--- config.mk ---
export PLATFORM = sky130hd
export DESIGN_NAME = seconds_count_to_calendar
export DESIGN_NICKNAME = d
export VERILOG_FILES = /design/src/rtl/core/scc_pkg.sv /design/src/rtl/core/scc_clock_split.sv /design/src/rtl/core/seconds_count_to_calendar.sv
export SDC_FILE = /design/constraint.sdc
export NUM_CORES = 2
export LEC_CHECK = 0
export BUFFER_PORTS_ARGS = -buffer_cell sky130_fd_sc_hd__buf_2
export CAP_MARGIN = 20
export CORE_ASPECT_RATIO = 1.75
export CORE_MARGIN = 2
export CORE_UTILIZATION = 31
export DETAILED_ROUTE_END_ITERATION = 8
export SLEW_MARGIN = 20
export SYNTH_ARGS = -nofsm -noshare
export SYNTH_HDL_FRONTEND = slang
export SYNTH_SLANG_ARGS = --single-unit
--- constraint.sdc ---
create_clock -name clk_i -period 8.5 [get_ports clk_i]
set_input_delay 0.425 -clock clk_i [delete_from_list [all_inputs] [get_ports clk_i]]
set_output_delay 0.425 -clock clk_i [all_outputs]
set_load 0.01 [all_outputs]
--- src/rtl/core/scc_pkg.sv ---
// Shared constants and helpers for the seconds-count calendar converter.
package scc_pkg;

  localparam int unsigned BASE_YEAR = 2014;

  // Days from 1 January of year 1 to 1 January of the base year.
  localparam int unsigned DAYS_BEFORE_BASE = (BASE_YEAR - 1) * 365 + (BASE_YEAR - 1) / 4
                                           - (BASE_YEAR - 1) / 100 + (BASE_YEAR - 1) / 400;

  // Offset from the absolute day number to the Jalali day count.
  localparam int unsigned JALALI_OFFSET = 356033;
  localparam int unsigned JALALI_CYCLE  = 12053;
  localparam int unsigned JALALI_QUAD   = 1461;
  localparam int unsigned JALALI_BASE   = 1595;

  localparam int unsigned SECS_PER_DAY  = 86400;
  localparam int unsigned SECS_PER_HOUR = 3600;

  localparam logic [8:0] DAYS_BEFORE_MONTH [12] = '{
    9'd0, 9'd31, 9'd59, 9'd90, 9'd120, 9'd151,
    9'd181, 9'd212, 9'd243, 9'd273, 9'd304, 9'd334
  };

  // Gregorian leap test; cent is year / 100.
  function automatic logic is_leap(logic [11:0] year, logic [4:0] cent);
    logic [11:0] hund;
    hund = 12'(cent * 7'd100);
    return (year[1:0] == 2'b00) && ((year != hund) || (cent[1:0] == 2'b00));
  endfunction

  // Day of year at which month index m begins.
  function automatic logic [8:0] month_start(logic [3:0] m, logic leap);
    logic [8:0] base;
    base = DAYS_BEFORE_MONTH[m];
    return base + ((m >= 4'd2 && leap) ? 9'd1 : 9'd0);
  endfunction

endpackage

--- src/rtl/core/scc_clock_split.sv ---
// Time-of-day split into hour, minute and second over six register stages.
module scc_clock_split
  import scc_pkg::*;
(
  input  logic        clk_i,
  input  logic [16:0] tod_i,
  output logic [4:0]  hour_o,
  output logic [5:0]  minute_o,
  output logic [5:0]  second_o
);

  logic [16:0] tod_a_q;
  logic [4:0]  hr_a_q, hr_b_q, hr_c_q, hr_d_q, hr_e_q, hr_f_q;
  logic [11:0] mt_b_q, mt_c_q;
  logic [5:0]  mn_c_q, mn_d_q, mn_e_q, mn_f_q;
  logic [5:0]  sc_d_q, sc_e_q, sc_f_q;
  logic [32:0] hr_prod;
  logic [26:0] mn_prod;

  // Reciprocal products are exact for every time of day below 86400.
  assign hr_prod = 33'(tod_i * 16'd37283);
  assign mn_prod = 27'(mt_b_q * 15'd17477);

  always_ff @(posedge clk_i) begin
    tod_a_q <= tod_i;
    hr_a_q  <= hr_prod[31:27];
    mt_b_q  <= 12'(tod_a_q - 17'(hr_a_q * 12'(SECS_PER_HOUR)));
    hr_b_q  <= hr_a_q;
    mt_c_q  <= mt_b_q;
    mn_c_q  <= mn_prod[25:20];
    hr_c_q  <= hr_b_q;
    sc_d_q  <= 6'(mt_c_q - 12'(mn_c_q * 6'd60));
    mn_d_q  <= mn_c_q;
    hr_d_q  <= hr_c_q;
    sc_e_q  <= sc_d_q;
    mn_e_q  <= mn_d_q;
    hr_e_q  <= hr_d_q;
    sc_f_q  <= sc_e_q;
    mn_f_q  <= mn_e_q;
    hr_f_q  <= hr_e_q;
  end

  assign hour_o   = hr_f_q;
  assign minute_o = mn_f_q;
  assign second_o = sc_f_q;

endmodule

--- src/rtl/core/seconds_count_to_calendar.sv ---
// Top level: seconds count to Gregorian date, weekday, Jalali date and time of day.
//
// Usage: pulse start_i with seconds_count_i (seconds since 1 January of the
// base year, midnight). busy_o stays low, so an item is taken in every cycle
// that start_i is high. When an item has passed all pipeline stages, done_o is
// high for one cycle with all date and time fields of that item on the
// outputs; the fields are only meaningful in that cycle.
// Throughput is one item per cycle: an eight-stage pipeline, each stage about
// one constant multiplication plus an add and compare. Day, year and Jalali
// cycle splitting use reciprocal multiplies with a one- or two-step correction; the
// quad-year, year-in-quad and month searches are small parallel compares.
// Reset clears the stage valid bits only; no result appears until an item is
// taken. The receiver cannot stall the block, and none is needed: results
// leave in the order items came in, one per accepted item.
module seconds_count_to_calendar
  import scc_pkg::*;
(
  input  logic        clk_i,
  input  logic        rst_ni,
  input  logic        start_i,
  input  logic [31:0] seconds_count_i,
  output logic        busy_o,
  output logic        done_o,
  output logic [11:0] greg_year_o,
  output logic [3:0]  greg_month_o,
  output logic [4:0]  greg_day_o,
  output logic [2:0]  weekday_o,
  output logic [10:0] jalali_year_o,
  output logic [3:0]  jalali_month_o,
  output logic [4:0]  jalali_day_o,
  output logic [4:0]  hour_of_day_o,
  output logic [5:0]  minute_of_hour_o,
  output logic [5:0]  second_of_minute_o
);

  logic [7:0] vld_q, vld_d;

  // stage 1
  logic [31:0] secs1_q;
  logic [15:0] dq1_q;
  logic [50:0] dq_prod;
  // stage 2
  logic [15:0] days2_q;
  logic [16:0] tod2_q;
  logic [31:0] rem2;
  // stage 3
  logic [19:0] abs3_q;
  // stage 4
  logic [19:0] abs4_q;
  logic [11:0] est4_q;
  logic [6:0]  jq4_q;
  logic [17:0] q7_4_q;
  logic [31:0] est_prod;
  logic [20:0] jd4;
  logic [39:0] jq_prod;
  logic [42:0] q7_prod;
  // stage 5
  logic [19:0] abs5_q;
  logic [11:0] est5_q;
  logic [4:0]  c0_5_q, c1_5_q, c2_5_q;
  logic [2:0]  wd5_q;
  logic [13:0] r1_5_q;
  logic [6:0]  jq5_q;
  logic [24:0] c0_prod, c1_prod, c2_prod;
  logic [20:0] jd5, jr5;
  // stage 6
  logic [19:0] abs6_q, s0_6_q, s1_6_q;
  logic [11:0] est6_q;
  logic        lp0_6_q, lp1_6_q, lp2_6_q;
  logic [2:0]  wd6_q;
  logic [6:0]  jq6_q;
  logic [3:0]  q2_6_q;
  logic [10:0] r2_6_q;
  logic [3:0]  q2_cnt;
  // stage 7
  logic [11:0] gy7_q;
  logic [8:0]  doy7_q;
  logic        lp7_q;
  logic [2:0]  wd7_q;
  logic [11:0] jy7_q;
  logic [8:0]  r3_7_q;
  logic [10:0] jt7;
  logic [1:0]  q3_cnt;
  logic [8:0]  r3_d;
  // stage 8
  logic [11:0] gy8_q;
  logic [3:0]  gm8_q, jm8_q;
  logic [4:0]  gd8_q, jd8_q;
  logic [2:0]  wd8_q;
  logic [10:0] jy8_q;
  logic [3:0]  gm_idx;
  logic [8:0]  gm_base;
  logic [2:0]  jk;
  logic [8:0]  jt8;

  assign busy_o = 1'b0;
  assign vld_d  = {vld_q[6:0], start_i};

  always_ff @(posedge clk_i or negedge rst_ni) begin
    if (!rst_ni) begin
      vld_q <= '0;
    end else begin
      vld_q <= vld_d;
    end
  end

  // Underestimate of day number, fixed by one step in stage 2.
  assign dq_prod = 51'(seconds_count_i[31:7] * 26'd50903316);
  assign rem2    = secs1_q - 32'(dq1_q * 17'(SECS_PER_DAY));

  assign est_prod = 32'(abs3_q * 12'd2871);
  assign jd4      = 21'(abs3_q) + 21'(JALALI_OFFSET);
  assign jq_prod  = 40'(jd4 * 19'd356340);
  assign q7_prod  = 43'((21'(abs3_q) + 21'd1) * 22'd2396746);

  assign c0_prod = 25'(est4_q * 13'd5243);
  assign c1_prod = 25'((est4_q + 12'd1) * 13'd5243);
  assign c2_prod = 25'((est4_q + 12'd2) * 13'd5243);
  assign jd5     = 21'(abs4_q) + 21'(JALALI_OFFSET);
  assign jr5     = jd5 - 21'(jq4_q * 14'(JALALI_CYCLE));

  always_comb begin
    q2_cnt = '0;
    for (int k = 1; k <= 8; k++) begin
      if (r1_5_q >= 14'(k * JALALI_QUAD)) q2_cnt = 4'(k);
    end
  end

  always_comb begin
    jt7    = r2_6_q - 11'd1;
    q3_cnt = '0;
    r3_d   = 9'(r2_6_q);
    if (r2_6_q > 11'd365) begin
      if (jt7 >= 11'd1095) q3_cnt = 2'd3;
      else if (jt7 >= 11'd730) q3_cnt = 2'd2;
      else if (jt7 >= 11'd365) q3_cnt = 2'd1;
      r3_d = 9'(jt7 - 11'(q3_cnt * 9'd365));
    end
  end

  always_comb begin
    gm_idx = '0;
    for (int k = 1; k < 12; k++) begin
      if (doy7_q >= month_start(4'(k), lp7_q)) gm_idx = 4'(k);
    end
    gm_base = month_start(gm_idx, lp7_q);
  end

  always_comb begin
    jk  = '0;
    jt8 = '0;
    if (r3_7_q < 9'd186) begin
      for (int k = 1; k <= 5; k++) begin
        if (r3_7_q >= 9'(k * 31)) jk = 3'(k);
      end
      jt8 = r3_7_q - 9'(jk * 5'd31);
    end else begin
      for (int k = 1; k <= 5; k++) begin
        if (r3_7_q - 9'd186 >= 9'(k * 30)) jk = 3'(k);
      end
      jt8 = r3_7_q - 9'd186 - 9'(jk * 5'd30);
    end
  end

  always_ff @(posedge clk_i) begin
    // stage 1
    secs1_q <= seconds_count_i;
    dq1_q   <= dq_prod[50:35];
    // stage 2
    if (rem2 >= 32'(SECS_PER_DAY)) begin
      days2_q <= dq1_q + 16'd1;
      tod2_q  <= 17'(rem2 - 32'(SECS_PER_DAY));
    end else begin
      days2_q <= dq1_q;
      tod2_q  <= 17'(rem2);
    end
    // stage 3: absolute day number from 1 January of year 1
    abs3_q <= 20'(days2_q) + 20'(DAYS_BEFORE_BASE);
    // stage 4
    abs4_q <= abs3_q;
    est4_q <= est_prod[31:20];
    jq4_q  <= jq_prod[38:32];
    q7_4_q <= q7_prod[41:24];
    // stage 5
    abs5_q <= abs4_q;
    est5_q <= est4_q;
    c0_5_q <= c0_prod[23:19];
    c1_5_q <= c1_prod[23:19];
    c2_5_q <= c2_prod[23:19];
    wd5_q  <= 3'(21'(abs4_q) + 21'd1 - 21'(q7_4_q * 3'd7));
    if (jr5 >= 21'(JALALI_CYCLE)) begin
      r1_5_q <= 14'(jr5 - 21'(JALALI_CYCLE));
      jq5_q  <= jq4_q + 7'd1;
    end else begin
      r1_5_q <= 14'(jr5);
      jq5_q  <= jq4_q;
    end
    // stage 6: start of year candidates and leap flags
    abs6_q  <= abs5_q;
    est6_q  <= est5_q;
    s0_6_q  <= 20'(est5_q * 9'd365) + 20'(est5_q >> 2) - 20'(c0_5_q) + 20'(c0_5_q >> 2);
    s1_6_q  <= 20'((est5_q + 12'd1) * 9'd365) + 20'((est5_q + 12'd1) >> 2)
             - 20'(c1_5_q) + 20'(c1_5_q >> 2);
    lp0_6_q <= is_leap(est5_q, c0_5_q);
    lp1_6_q <= is_leap(est5_q + 12'd1, c1_5_q);
    lp2_6_q <= is_leap(est5_q + 12'd2, c2_5_q);
    wd6_q   <= wd5_q;
    jq6_q   <= jq5_q;
    q2_6_q  <= q2_cnt;
    r2_6_q  <= 11'(r1_5_q - 14'(q2_cnt * 11'(JALALI_QUAD)));
    // stage 7: pick the year that holds the day
    if (abs6_q >= s1_6_q) begin
      gy7_q  <= est6_q + 12'd2;
      doy7_q <= 9'(abs6_q - s1_6_q);
      lp7_q  <= lp2_6_q;
    end else if (abs6_q < s0_6_q) begin
      gy7_q  <= est6_q;
      doy7_q <= 9'(21'(abs6_q) + 21'd365 + 21'(lp0_6_q) - 21'(s0_6_q));
      lp7_q  <= lp0_6_q;
    end else begin
      gy7_q  <= est6_q + 12'd1;
      doy7_q <= 9'(abs6_q - s0_6_q);
      lp7_q  <= lp1_6_q;
    end
    wd7_q  <= wd6_q;
    jy7_q  <= 12'(jq6_q * 6'd33) + 12'(q2_6_q * 3'd4) + 12'(q3_cnt) - 12'(JALALI_BASE);
    r3_7_q <= r3_d;
    // stage 8: months and days
    gy8_q <= gy7_q;
    gm8_q <= gm_idx + 4'd1;
    gd8_q <= 5'(doy7_q - gm_base + 9'd1);
    wd8_q <= wd7_q;
    jy8_q <= jy7_q[10:0];
    jm8_q <= (r3_7_q < 9'd186) ? 4'(jk) + 4'd1 : 4'(jk) + 4'd7;
    jd8_q <= 5'(jt8 + 9'd1);
  end

  scc_clock_split u_clock_split (
    .clk_i    (clk_i),
    .tod_i    (tod2_q),
    .hour_o   (hour_of_day_o),
    .minute_o (minute_of_hour_o),
    .second_o (second_of_minute_o)
  );

  assign done_o         = vld_q[7];
  assign greg_year_o    = gy8_q;
  assign greg_month_o   = gm8_q;
  assign greg_day_o     = gd8_q;
  assign weekday_o      = wd8_q;
  assign jalali_year_o  = jy8_q;
  assign jalali_month_o = jm8_q;
  assign jalali_day_o   = jd8_q;

`ifndef NO_ASSERTIONS
  a_latency: assert property (@(posedge clk_i) disable iff (!rst_ni)
    done_o |-> $past(vld_q[0], 7))
    else $error("result without a matching item");
  a_greg_range: assert property (@(posedge clk_i) disable iff (!rst_ni)
    done_o |-> (greg_month_o >= 4'd1) && (greg_month_o <= 4'd12) && (greg_day_o >= 5'd1))
    else $error("Gregorian month or day out of range");
  a_weekday: assert property (@(posedge clk_i) disable iff (!rst_ni)
    done_o |-> (weekday_o <= 3'd6) && (jalali_month_o >= 4'd1) && (jalali_month_o <= 4'd12))
    else $error("weekday or Jalali month out of range");
`endif

endmodule

**Yosys cells after proc, flatten, opt, wreduce, memory -nomap -nowiden**

Memories as Yosys holds them, arrays and structs flattened.
Index checks and enable logic that the tools add are counted.

- Flip-flop bits (word level): 528
- Bits in read-only memories: 144
- Bits of input ports: 35
- Logic and storage cells: 252
- Memories kept: 1

- $add $sub $neg: 58
- $mul: 24
- Magnitude comparators: 40
- Equal/unequal tests: 3
- Mux-type cells: 54
- Bitwise operators: 1
- Reduce and logical (&&, ||, !) cells: 13

Memories:

| name | words | bits a word | read ports | clocked after Yosys merged registers in | wr ports | line | RTL |
|---|---|---|---|---|---|---|---|
| (name not given) | 16 | 9 | 1 | 0 | 0 | scc_pkg.sv:34 | `base = DAYS_BEFORE_MONTH[m];` |

Operators by type and width:

| cell | count |
|---|---|
| greater-or-equal comparator 9 bit | 10 |
| two-way mux 4 bit | 16 |
| multiplier 25 x 24 -> 49 bit, second input constant | 1 |
| multiplier 13 x 13 -> 24 bit, second input constant | 2 |
| adder 20 x 19 -> 21 bit, second input constant | 2 |
| greater-or-equal comparator 14 x 13 -> 1 bit, second input constant | 3 |
| greater-or-equal comparator 14 bit, second input constant | 3 |
| multiplier 21 x 21 -> 41 bit, second input constant | 1 |
| adder 20 x 3 -> 20 bit | 2 |
| subtractor 20 x 5 -> 20 bit | 2 |
| multiplier 21 x 17 -> 37 bit, second input constant | 1 |
| adder 8 x 9 -> 9 bit, first input constant | 4 |
| greater-or-equal comparator 9 x 7 -> 1 bit, second input constant | 4 |
| != test 12 bit | 3 |
| subtractor 9 bit | 4 |
| two-way mux 3 bit | 11 |
| greater-or-equal comparator 32 x 17 -> 1 bit, second input constant | 1 |
| multiplier 17 x 16 -> 32 bit, second input constant | 1 |
| multiplier 20 x 12 -> 32 bit, second input constant | 1 |
| subtractor 32 bit | 1 |
| multiplier 5 x 5 -> 10 bit, second input constant | 3 |
| greater-or-equal comparator 9 x 5 -> 1 bit, second input constant | 3 |
| two-way mux 9 bit | 3 |
| adder 12 x 1 -> 13 bit, second input constant | 2 |
| 74 further kinds | 109 |

**Longest topological paths before layout**

- Depth after elaboration: 20
- Mapped depth: 33

**Modules after synthesis**

A second synthesis with hierarchy kept.

- Cells, all modules: 7091
- Area, all modules: 70670.3 um^2

By module, submodules not included:

| module | instances | cells each | area each (um^2) | seq. area each (um^2) |
|---|---|---|---|---|
| seconds_count_to_calendar | 1 | 6352 | 62643.8 | 8187.9 |
| scc_clock_split | 1 | 739 | 8026.4 | 2042.0 |

**Worst setup path after synthesis**

OpenSTA, ideal clock, no wires.

- Path kind: flip-flop to flip-flop
- Start: reg abs3_q[3]
- End: reg jq4_q[6]
- Arrival time: 7.914 ns
- Required time: 8.428 ns
- Path slack: 0.514 ns
- Stages on the path, launching flop included: 34
- Path buffers: 2
- Cell sequence: dfxtp_1 ha_1 and3_1 clkbuf_1 nand2_1 nand2_1 a21oi_1 o21ai_1 a21oi_1 o21ai_1 and2_1 or3_1 clkbuf_1 nand2_1 fa_1 fa_1 inv_1 fa_1 fa_1 fa_1 inv_1 fa_1 ha_1 a21o_1 a21oi_1 nor2b_1 o21ai_0 a21oi_1 a211oi_1 o211ai_1 o31ai_1 o21ai_0 a21oi_1 xnor2_1

- Cells in the longest elaborated chain, start to end: 2

RTL lines:

| element | line | RTL |
|---|---|---|
| from (decl) | seconds_count_to_calendar.sv:47 | `logic [19:0] abs3_q;` |
| from (signal assigned) | seconds_count_to_calendar.sv:178 | `abs3_q <= 20'(days2_q) + 20'(DAYS_BEFORE_BASE);` |
| adder 20 x 19 -> 21 bit | seconds_count_to_calendar.sv:112 | `assign jd4 = 21'(abs3_q) + 21'(JALALI_OFFSET);` |
| multiplier 21 x 17 -> 37 bit | seconds_count_to_calendar.sv:113 | `assign jq_prod = 40'(jd4 * 19'd356340);` |
| via jq_prod[38] | seconds_count_to_calendar.sv:55 | `logic [39:0] jq_prod;` |
| to (signal assigned) | seconds_count_to_calendar.sv:182 | `jq4_q <= jq_prod[38:32];` |
| to (decl) | seconds_count_to_calendar.sv:51 | `logic [6:0] jq4_q;` |

The timed path passes the listed nets, and every way through them passes these cells.

**Final worst setup path**

Ends and elaborated chain as after synthesis.

==> results.py <==
metrics = {
    "outcome": {
        "status": "finished clean",
    },
    "yosys": {
        "synth_area_per_cell_um2": 10.0,
        "synthFlopType": "dfxtp_1",
        "yosysUniqueCellTypes": 80,
        "synth_warnings": 0,
        "ys_seq_area_frac": 0.146,
        "syn_inst": 6975,
        "async_reset_ff_frac": 0.0157,
        "synth_edf_count": 0,
        "syn-cell-area_um2": 70000,
        "synth-seq-cells": 509,
    },
    "global_routing": {
        "busiest_layer": "met2",
        "antenna_found_initial": 0,
        "grt_pass1_vias": 51900,
        "grt_max_degree": 27,
        "use_met2": 0.302,
        "use_met1": 0.139,
        "grt_pass1_wl_mm": 264,
        "grt.met3_usage": 0.0120,
        "grt_overflow": 0,
        "grt.total_usage": 0.144,
    },
    "routing": {
        "ant_nets": 0,
        "drt_iter0_drc": 1312,
        "via_count": 46700,
        "wl_per_cell_um": 15.9,
        "drc": 0,
        "first_pass_iters": 7,
        "routed_wl_mm": 161,
        "routed_via_density": 4.61,
    },
    "critical_path": {
        "cp_max_fo": 3,
        "arrival_ns": 8.55,
        "rrSetupSlack_ns": 0.59,
        "startpoint_type": "register",
        "cp-end-kind": "register",
        "critPathMaxStageDelay_ns": 0.58,
        "timing.critical_path.slowest_stage_cell": "fa_1",
        "crit_path_frequent_cell": "fa_1",
        "crit_required_ns": 9.14,
        "path_class": "reg -> reg",
    },
    "die": {
        "ioPinCount": 98,
        "die_h_um": 633,
        "design.die.area_um2": 230000,
        "die_w_um": 363,
        "start_util": 0.312,
        "rows": 230,
        "core-area_um2": 224000,
    },
    "clock_network": {
        "h-tree-depth": 2,
        "cts_tree": "built",
        "clk_latency_ns": 0.71,
        "clock_sinks": 509,
        "cts_made_buffers": 56,
        "cts.path.max_buffers": 3,
        "path_clk_slew_ns": 0.07,
        "root_buffer": "clkbuf_16",
    },
    "sta": {
        "rsz0062_at_grt": "no",
        "period_needed_ns": 7.91,
        "min_period_over_period": 0.931,
        "tightest_slew_ns": 1.09,
        "clock.fmax_mhz": 126,
        "fin_setup_tns_ns": 0,
        "relSlewSlack": 0.268,
        "setup-violations-final": 0,
        "drv_slew": 0,
        "hold_viol": 0,
        "skew_ns": 0.0595,
    },
    "place": {
        "dp.cells": 10000,
        "hpwl_mm": 141,
        "place_area_um2": 74600,
        "routabilityCongestion": 0.911,
        "portBuffers": 96,
    },
    "final_layout": {
        "layout_commonest_cell": "inv_1",
        "final_cells": 10100,
        "fin_area_um2": 76600,
        "mostFrequentLayoutCells": "inv_1 (1777), ha_1 (1673), fa_1 (953), dfxtp_1 (501), xnor2_1 (352)",
        "nets": 9845,
        "area_delta_synth_final_pct": 9.49,
        "antenna_cells": 0,
        "drive_gt1_frac": 0.0454,
    },
    "run": {
        "cap_violations": 0,
    },
    "hold_path": {
        "hp-class": "in -> reg",
    },
}
[cells in the mapped netlist, types with 27 or more instances]
cell / number / share of area
nor2b_1: 51 / 0.0046
xor2_1: 110 / 0.014
clkbuf_1: 37 / 0.0020
nand2b_1: 41 / 0.0037
xnor2_1: 353 / 0.044
o21bai_1: 27 / 0.0029
o21a_1: 43 / 0.0046
nand2_1: 179 / 0.0096
fa_1: 953 / 0.27
nand4_1: 33 / 0.0029
and3_1: 31 / 0.0028
nor3_1: 71 / 0.0051
a21oi_1: 223 / 0.016
dfxtp_1: 501 / 0.14
ha_1: 1673 / 0.30
inv_1: 1777 / 0.095
nand3_1: 65 / 0.0046
nor2_1: 227 / 0.012
o21ai_0: 154 / 0.011
a21o_1: 88 / 0.0094
[area by class of cell]
| type | count | area [um2] |
|---|---|---|
| Clock buffer | 73 | 1570 |
| Clock inverter | 30 | 357 |
| Fill cell | 22800 | 148000 |
| Inverter | 1777 | 6670 |
| Multi-Input combinational cell | 4644 | 52900 |
| Sequential cell | 509 | 10200 |
| Tap cell | 2900 | 3630 |
| Timing Repair Buffer | 196 | 1260 |
[registers in the layout, summed over array words and instances (netlist names), 14 cells and up]
| register | flops |
|---|---|
| abs3_q | 19 |
| abs4_q | 19 |
| abs5_q | 19 |
| abs6_q | 19 |
| days2_q | 16 |
| dq1_q | 16 |
| r1_5_q | 14 |
| s0_6_q | 20 |
| s1_6_q | 20 |
| secs1_q | 32 |
| tod2_q | 17 |
[critical path: cells and delay by family (launching register included)]
| kind | cells | cell delay, ns |
|---|---|---|
| fa+ha+maj | 8 | 3.62 |
| flops | 1 | 0.33 |
| xor+xnor | 2 | 0.31 |
| buf+inv | 7 | 0.69 |
| simple gates | 4 | 0.65 |
| compound gates | 12 | 2.22 |
[kinds of logic (layout without fill, tap and decap cells)]
family | Yosys count | after routing | synth area share
fa+ha+maj | 2626 | 2626 | 0.572
buf+inv | 1823 | 2076 | 0.0981
simple gates | 792 | 792 | 0.0550
compound gates | 740 | 740 | 0.0679
flops | 509 | 509 | 0.146
xor+xnor | 464 | 464 | 0.0583
mux | 20 | 20 | 0.00297
other cells | 1 | 2 | 0.0000536
[final timing paths]
check                                           end  cells past startpoint           startpoint
worst max-delay path               jq4_q[6]$_DFF_P_                     33    abs3_q[3]$_DFF_P_
worst min-delay path            secs1_q[27]$_DFF_P_                      1  seconds_count_i[27]
worst max register to register     jq4_q[6]$_DFF_P_                     33    abs3_q[3]$_DFF_P_
worst min register to register     jq6_q[4]$_DFF_P_                      0     jq5_q[4]$_DFF_P_
max in group asynchronous        vld_q[4]$_DFF_PN0_                      2               rst_ni
min in group asynchronous        vld_q[1]$_DFF_PN0_                      2               rst_ni
[through the flow]
| stage | utilization | setup slack, ns | hold WS (ns) |
|---|---|---|---|
| after floorplan | - | 0.514 | 0.129 |
| after global placement | 0.332 | 0.274 | 0.266 |
| after detailed placement | 0.332 | 0.167 | 0.268 |
| after CTS | 0.341 | 0.0845 | 0.000327 |
| after global routing | 0.341 | 0.0402 | 0.0268 |
| final | 0.341 | 0.586 | 0.0512 |
[routing by layer]
metal,up-vias,share of wire
met4,0,0.049
met2,630,0.58
met3,354,0.021
met1,23100,0.35
met5,-,0
li1,22600,-
[what timing repair did]
item | 4_1_cts | 5_1_grt
endpoints found under the hold margin | 19 | 0
setup buffers | 0 | 2
setup endpoints to repair | 0 | 4
hold buffers | 12 | 0
resized for setup | 0 | 5
Power is left out: the tool's default activity adds up to more than one toggle a clock period on the data nets, which glitch-free logic cannot reach.
